$ cat src/rtl/core/mss_pkg.sv
package mss_pkg;
	localparam int MaxPointsDef = 256;
	localparam int SumW = 27;
	localparam int TotW = 9;
	localparam int CoordW = 16;
	localparam int DistW = 35;
	localparam logic [SumW-1:0] SumMax = {SumW{1'b1}};
	localparam logic [TotW-1:0] TotMax = {TotW{1'b1}};
endpackage

$ cat src/rtl/core/mss_isqrt.sv
module mss_isqrt (
	input  logic clk,
	input  logic arst_n,
	input  logic go,
	input  logic [mss_pkg::DistW-1:0] val,
	output logic done,
	output logic [17:0] root
);
	import mss_pkg::*;

	logic [DistW:0] rem_q;
	logic [17:0] res_q;
	logic [4:0] step_q;
	logic run_q;
	logic [DistW:0] trial;
	logic [DistW:0] bitv;

	// One result bit per cycle, most significant first.
	always_comb begin
		bitv = '0;
		bitv[{step_q, 1'b0}] = 1'b1;
		trial = ({{(DistW - 17){1'b0}}, res_q} << (step_q + 5'd1)) + bitv;
	end

	always_ff @(posedge clk or negedge arst_n) begin
		if (!arst_n) begin
			run_q <= 1'b0;
			done <= 1'b0;
			step_q <= '0;
		end else begin
			done <= 1'b0;
			if (go) begin
				run_q <= 1'b1;
				step_q <= 5'd17;
			end else if (run_q) begin
				if (step_q == 5'd0) begin
					run_q <= 1'b0;
					done <= 1'b1;
				end else begin
					step_q <= step_q - 5'd1;
				end
			end
		end
	end

	always_ff @(posedge clk) begin
		if (go) begin
			rem_q <= {1'b0, val};
			res_q <= '0;
		end else if (run_q) begin
			if (rem_q >= trial) begin
				rem_q <= rem_q - trial;
				res_q[step_q] <= 1'b1;
			end
		end
	end

	assign root = res_q;
endmodule

$ cat config.mk
export PLATFORM = sky130hd
export DESIGN_NAME = mss_isqrt
export DESIGN_NICKNAME = d
export VERILOG_FILES = /design/src/rtl/core/mss_pkg.sv /design/src/rtl/core/mss_isqrt.sv
export SDC_FILE = /design/constraint.sdc
export NUM_CORES = 1
export LEC_CHECK = 0
export BUFFER_PORTS_ARGS = -buffer_cell sky130_fd_sc_hd__buf_4
export CORE_ASPECT_RATIO = 1.25
export CORE_UTILIZATION = 51
export CTS_CLUSTER_SIZE = 8
export DETAILED_ROUTE_END_ITERATION = 12
export PLACE_DENSITY_LB_ADDON = 0.25
export SETUP_SLACK_MARGIN = 0.2
export SYNTH_ARGS = -nofsm -noshare
export SYNTH_HDL_FRONTEND = slang
export SYNTH_SLANG_ARGS = --single-unit
export TNS_END_PERCENT = 100
$ cat constraint.sdc
create_clock -name clk -period 10.6 [get_ports clk]
set_input_delay 0.53 -clock clk [delete_from_list [all_inputs] [get_ports clk]]
set_output_delay 0.53 -clock clk [all_outputs]
set_load 0.05 [all_outputs]
; ---- Yosys cells after proc, flatten, opt, wreduce, memory -nomap -nowiden
; Cells that the tools add are included.
[word_totals]
register_bits = 61
memories = 0
romBits = 0
latch_bits = 0
mem_bits_rw = 0
[op_classes]
shifts = 1
addsub = 4
n_mux = 16
eq_ne = 1
n_div = 0
bitwise_logic = 1
n_reduce_logical = 8
n_mul = 0
n_lt_le_gt_ge = 5
[op_table]
columns = op, count
row1 = $mux 35, 3
row2 = $add 36x35->36, 1
row3 = $ge 36x36->1, 1
row4 = $shl 18x5->36, 1
row5 = $sub 36x36->36, 1
row6 = $or 18x18->18, 1
row7 = $mux 5, 3
row8 = $demux 1 s5, 2
row9 = $mux 1, 8
row10 = $lt 6x7->1 const B, 1
row11 = $ge 6x1->1 const B, 1
row12 = $lt 5x6->1 const B, 1
row13 = $reduce_and 2->1, 3
row14 = $add 5x1->5 const B, 1
row15 = $ge 5x1->1 const B, 1
row16 = $logic_not 5->1, 1
row17 = $sub 5x1->5 const B, 1
row18 = $reduce_bool 2->1, 2
row19 = $logic_and 1x1->1, 2
row20 = $ne 2x2->1 const B, 1

; ---- Logic depth before layout (Yosys ltp)
[logic_depth]
ltp_word = 9
depth_mapped = 34
depth_no_buf = 30

; ---- Least setup slack after synthesis
; No wires, ideal clock.
[synth_timing]
path_type = register -> register
from = reg step_q[0]
to = reg rem_q[0], enable pin
synth_period_minus_slack_ns = 8.631
stages_incl_launch_ff = 31
path_buffers = 4
required_ns = 10.124
arrival_time_ns = 8.155
path_slack_ns = 1.969
path_cell_list = dfrtp_1 buf_6 inv_2 ha_1 buf_4 buf_6 clkbuf_1 mux2i_1 a21oi_1 a21oi_1 nor2_1 ha_1 inv_1 or4_1 a221oi_1 o211a_1 o31ai_2 a221oi_4 o21bai_1 o21ai_1 nand2_1 xor2_1 ha_1 nand2_1 nor2_1 and2_1 nand4_1 o21bai_1 a211o_1 a21oi_1 o21ai_0
[synth_between]
elab_chain_len = 8
elab_cells_between_ends = 11
[synth_lines]
columns = item, line_no
row1 = "start, declared", mss_isqrt.sv:13  ; logic [4:0] step_q;
row2 = "start signal, assigned", mss_isqrt.sv:40  ; step_q <= step_q - 5'd1;
row3 = branches (longest 4 deep; another with $add 5x1->5), n/a
row4 = $add 36x35->36 (*), mss_isqrt.sv:22  ; trial = ({{(DistW - 17){1'b0}}, res_q} << (step_q + 5'd1)) + bitv;
row5 = $ge 36x36->1 (*), mss_isqrt.sv:51  ; if (rem_q >= trial) begin
row6 = $reduce_bool 2->1 (no source line) (*), n/a
row7 = $reduce_and 2->1 (no source line) (*), n/a
row8 = "end signal, assigned", mss_isqrt.sv:48  ; rem_q <= {1'b0, val};
row9 = "end signal, assigned", mss_isqrt.sv:52  ; rem_q <= rem_q - trial;
row10 = "end, declared", mss_isqrt.sv:11  ; logic [DistW:0] rem_q;
; Every way passes the cells marked *.
; A chain may end at the register's enable or synchronous reset.

; ---- Worst setup path in the final report
[layout_timing]
from = reg step_q[0]
to = reg rem_q[18], enable pin
; The elaborated chain is that of the path after synthesis.

==> results.toml <==
[sta]
tightest_slew_ns = 1.144
fin_crit_ns = 8.236
rsz0062_at_grt = "false"
final-max-slew-violation-count = 0
setup_viol = 0
period_share_pct = 77.70
skew_ns = 0.009980
final_hold_viol_count = 0
slew_headroom_pct = 23.45
fin_hold_ws_ns = 0.4603
max_freq_mhz = 121.4
fin_tns_setup_ns = 0

[pwr]
max-vdd-ir-drop_mv = 0.1984
leakagePower_nw = 3.234
finalPower_mw = 2.927
power-per-cell-area_nw_per_um2 = 371.3

[route]
vias_per_cell = 6.228
vias = 6745
dr.pass1.iters = 5
drtIter0Drc = 519
routed_wl_um = 20130
postRouteAntennaNets = 0
wl_per_cell_um = 18.59
drc = 0

[floorplan]
num_rows = 47
core_um2 = 13410
initial_utilization_pct = 52.78
dieArea_um2 = 14350
die_w_um = 107.4
ios = 57
die_height_um = 133.7

[worst_setup_path]
crit_path_max_fanout = 35
r2r-end = "rem_q[18]"
worst_path_max_delay_cell = "ha_1"
worstSetupPathType = "flip-flop to flip-flop"
cpPeakStageDelay_ns = 1.05
endpoint_kind = "flip-flop"
start_kind = "flip-flop"
critical_path_required_ns = 10.56
r2r_cells = 28
regToRegSetupSlack_ns = 2.36
crit_arrival_ns = 8.20
r2r-start = "step_q[0]"

[yosys]
synth_top_area_share_pct = 14.85
ys_async_sr_fraction_pct = 11.48
synth_cell_types = 82
synth.avg_cell_area_um2 = 8.106
yosysSeqAreaShare_pct = 22.70
syn_area_um2 = 7077
synth_warnings = 0
syn_inst = 873
yosys.area.top_type = "edfxtp_1"
yosysMostFrequentCell = "nand2_1"
synth_seq_cells = 61
synth_edf_count = 35
synth_ff_type = "edfxtp_1"
syn-num-nets = 972
synth_area_leaders = "edfxtp_1 (15%), ha_1 (11%), nand2_1 (5.5%), dfxtp_1 (5.4%), xnor2_1 (5.1%)"
netlist_top_cells_count = "nand2_1 (103), nor2_1 (88), ha_1 (60), o21ai_0 (56), a21oi_1 (47)"

[worst_hold_path]
hold_class = "primary input to flip-flop"
hp-start = "val[22]"
hold_end = "rem_q[22]"
holdPathStages = 3

[layout]
multi_input_area_um2 = 5171
nNetsFinal = 1006
final_cells = 1083
regArea_um2 = 1607
utilization_pct = 58.80
num_antenna_cells = 0
fillers = 1253
synthToLayoutAreaGrowth_pct = 11.40
drive_gt1_share_pct = 14.47

[clock_tree]
cts_tree = "built"
numCtsBuffers = 9
root_buffer = "clkbuf_16"
clk_latency_ns = 0.35
clock_path_buffers = 2
clkSinkCount = 61
h-tree-depth = 3
clkTransAtPathRegs_ns = 0.06

[flow_run]
maxCapViolCount = 0

[grt]
grt_use_total_pct = 28.93
grt_start_max_net_pins = 54
antenna_found_initial = 0
grt_pass1_vias = 6248
grt_first_pass_wirelength_um = 32290
overflow = 0

[placed_design]
port_buffers = 56
placed_cells = 1066
gp_congestion = 0.9484
dpl.hpwl_um = 14940

[run_status]
status = "finished clean"
per-stage QoR:
stage / instance area (um2) / setup slack [ns]
global placement: 7596 / 2.626
detailed placement: 7596 / 2.432
CTS: 7884 / 2.398
finish: 7884 / 2.364
floorplan: 7077 / 1.969
global route: 7884 / 1.722
critical path, delay by kind of cell, from the launching register on:
kind	cells	cell delay, ns
AOI/OAI and AO/OA	12	3.19
adders and majority gates	3	1.73
and+or+nand+nor	8	1.35
buffers and inverters	3	0.63
muxes	1	0.43
DFF	1	0.32
xor gates and xnor gates	1	0.16
routing by layer:
| metal | global-route usage [%] | wire, um |
|---|---|---|
| met1 | 37.51 | 8664 |
| met2 | 47.06 | 9342 |
| met3 | 4.354 | 1252 |
| met4 | 13.39 | 871 |
| met5 | 0 | 0 |
cell type report:
class,count,area share (%)
Clock inverter,6,0.4920
Multi-Input combinational cell,738,65.59
Inverter,31,1.476
Tap cell,171,2.714
Sequential cell,61,20.38
Timing Repair Buffer,66,6.316
Clock buffer,10,3.031
registers in the layout (all words and copies together) (netlist names):
name / cells
run_q: 1
done: 1
step_q: 5
rem_q: 36
root: 18
what timing repair did:
item | 4_1_cts | 5_1_grt
gates resized for setup | 0 | 0
buffers inserted | 0 | 0
endpoints found under the setup margin | 0 | 0
hold endpoints to repair | 7 | 0
hold buffers | 1 | 0
how the worst max path moves through the flow:
stage	from	cells past startpoint	slack, ns	to
2_1_floorplan	step_q[0]	30	1.97	rem_q[0]
3_3_place_gp	step_q[0]	28	2.63	rem_q[7]
3_5_place_dp	step_q[0]	28	2.43	rem_q[0]
4_1_cts	step_q[0]	28	2.40	rem_q[27]
5_1_grt	step_q[0]	27	1.72	rem_q[29]
6_report	step_q[0]	28	2.36	rem_q[18]
cells in the final DEF, fill, tap and decap left out, types with 11 or more instances in the layout:
cell type / instances
nand2_1: 103
nor2_1: 88
buf_4: 65
ha_1: 60
o21ai_0: 55
a21oi_1: 47
xnor2_1: 41
edfxtp_1: 35
inv_1: 30
a31oi_1: 27
xor2_1: 25
a21o_1: 22
and2_1: 21
nand3_1: 19
dfxtp_1: 19
nor3_1: 18
mux2i_1: 18
mux2_2: 14
nand2b_1: 12
and3_1: 11
where the power goes:
| part | internal (mW) | total (mW) | switching (mW) |
|---|---|---|---|
| Clock | 0.164 | 0.279 | 0.115 |
| Combinational | 0.824 | 2.15 | 1.32 |
| Sequential | 0.421 | 0.499 | 0.0783 |
cell families after synthesis:
family                     share of synthesized area, %
muxes                                             8.380
adders and majority gates                         10.89
AOI/OAI and AO/OA                                 24.45
buffers and inverters                             4.491
DFF                                               22.70
xor gates and xnor gates                          8.522
and+or+nand+nor                                   20.56
Power figures use the tool's default switching activity.
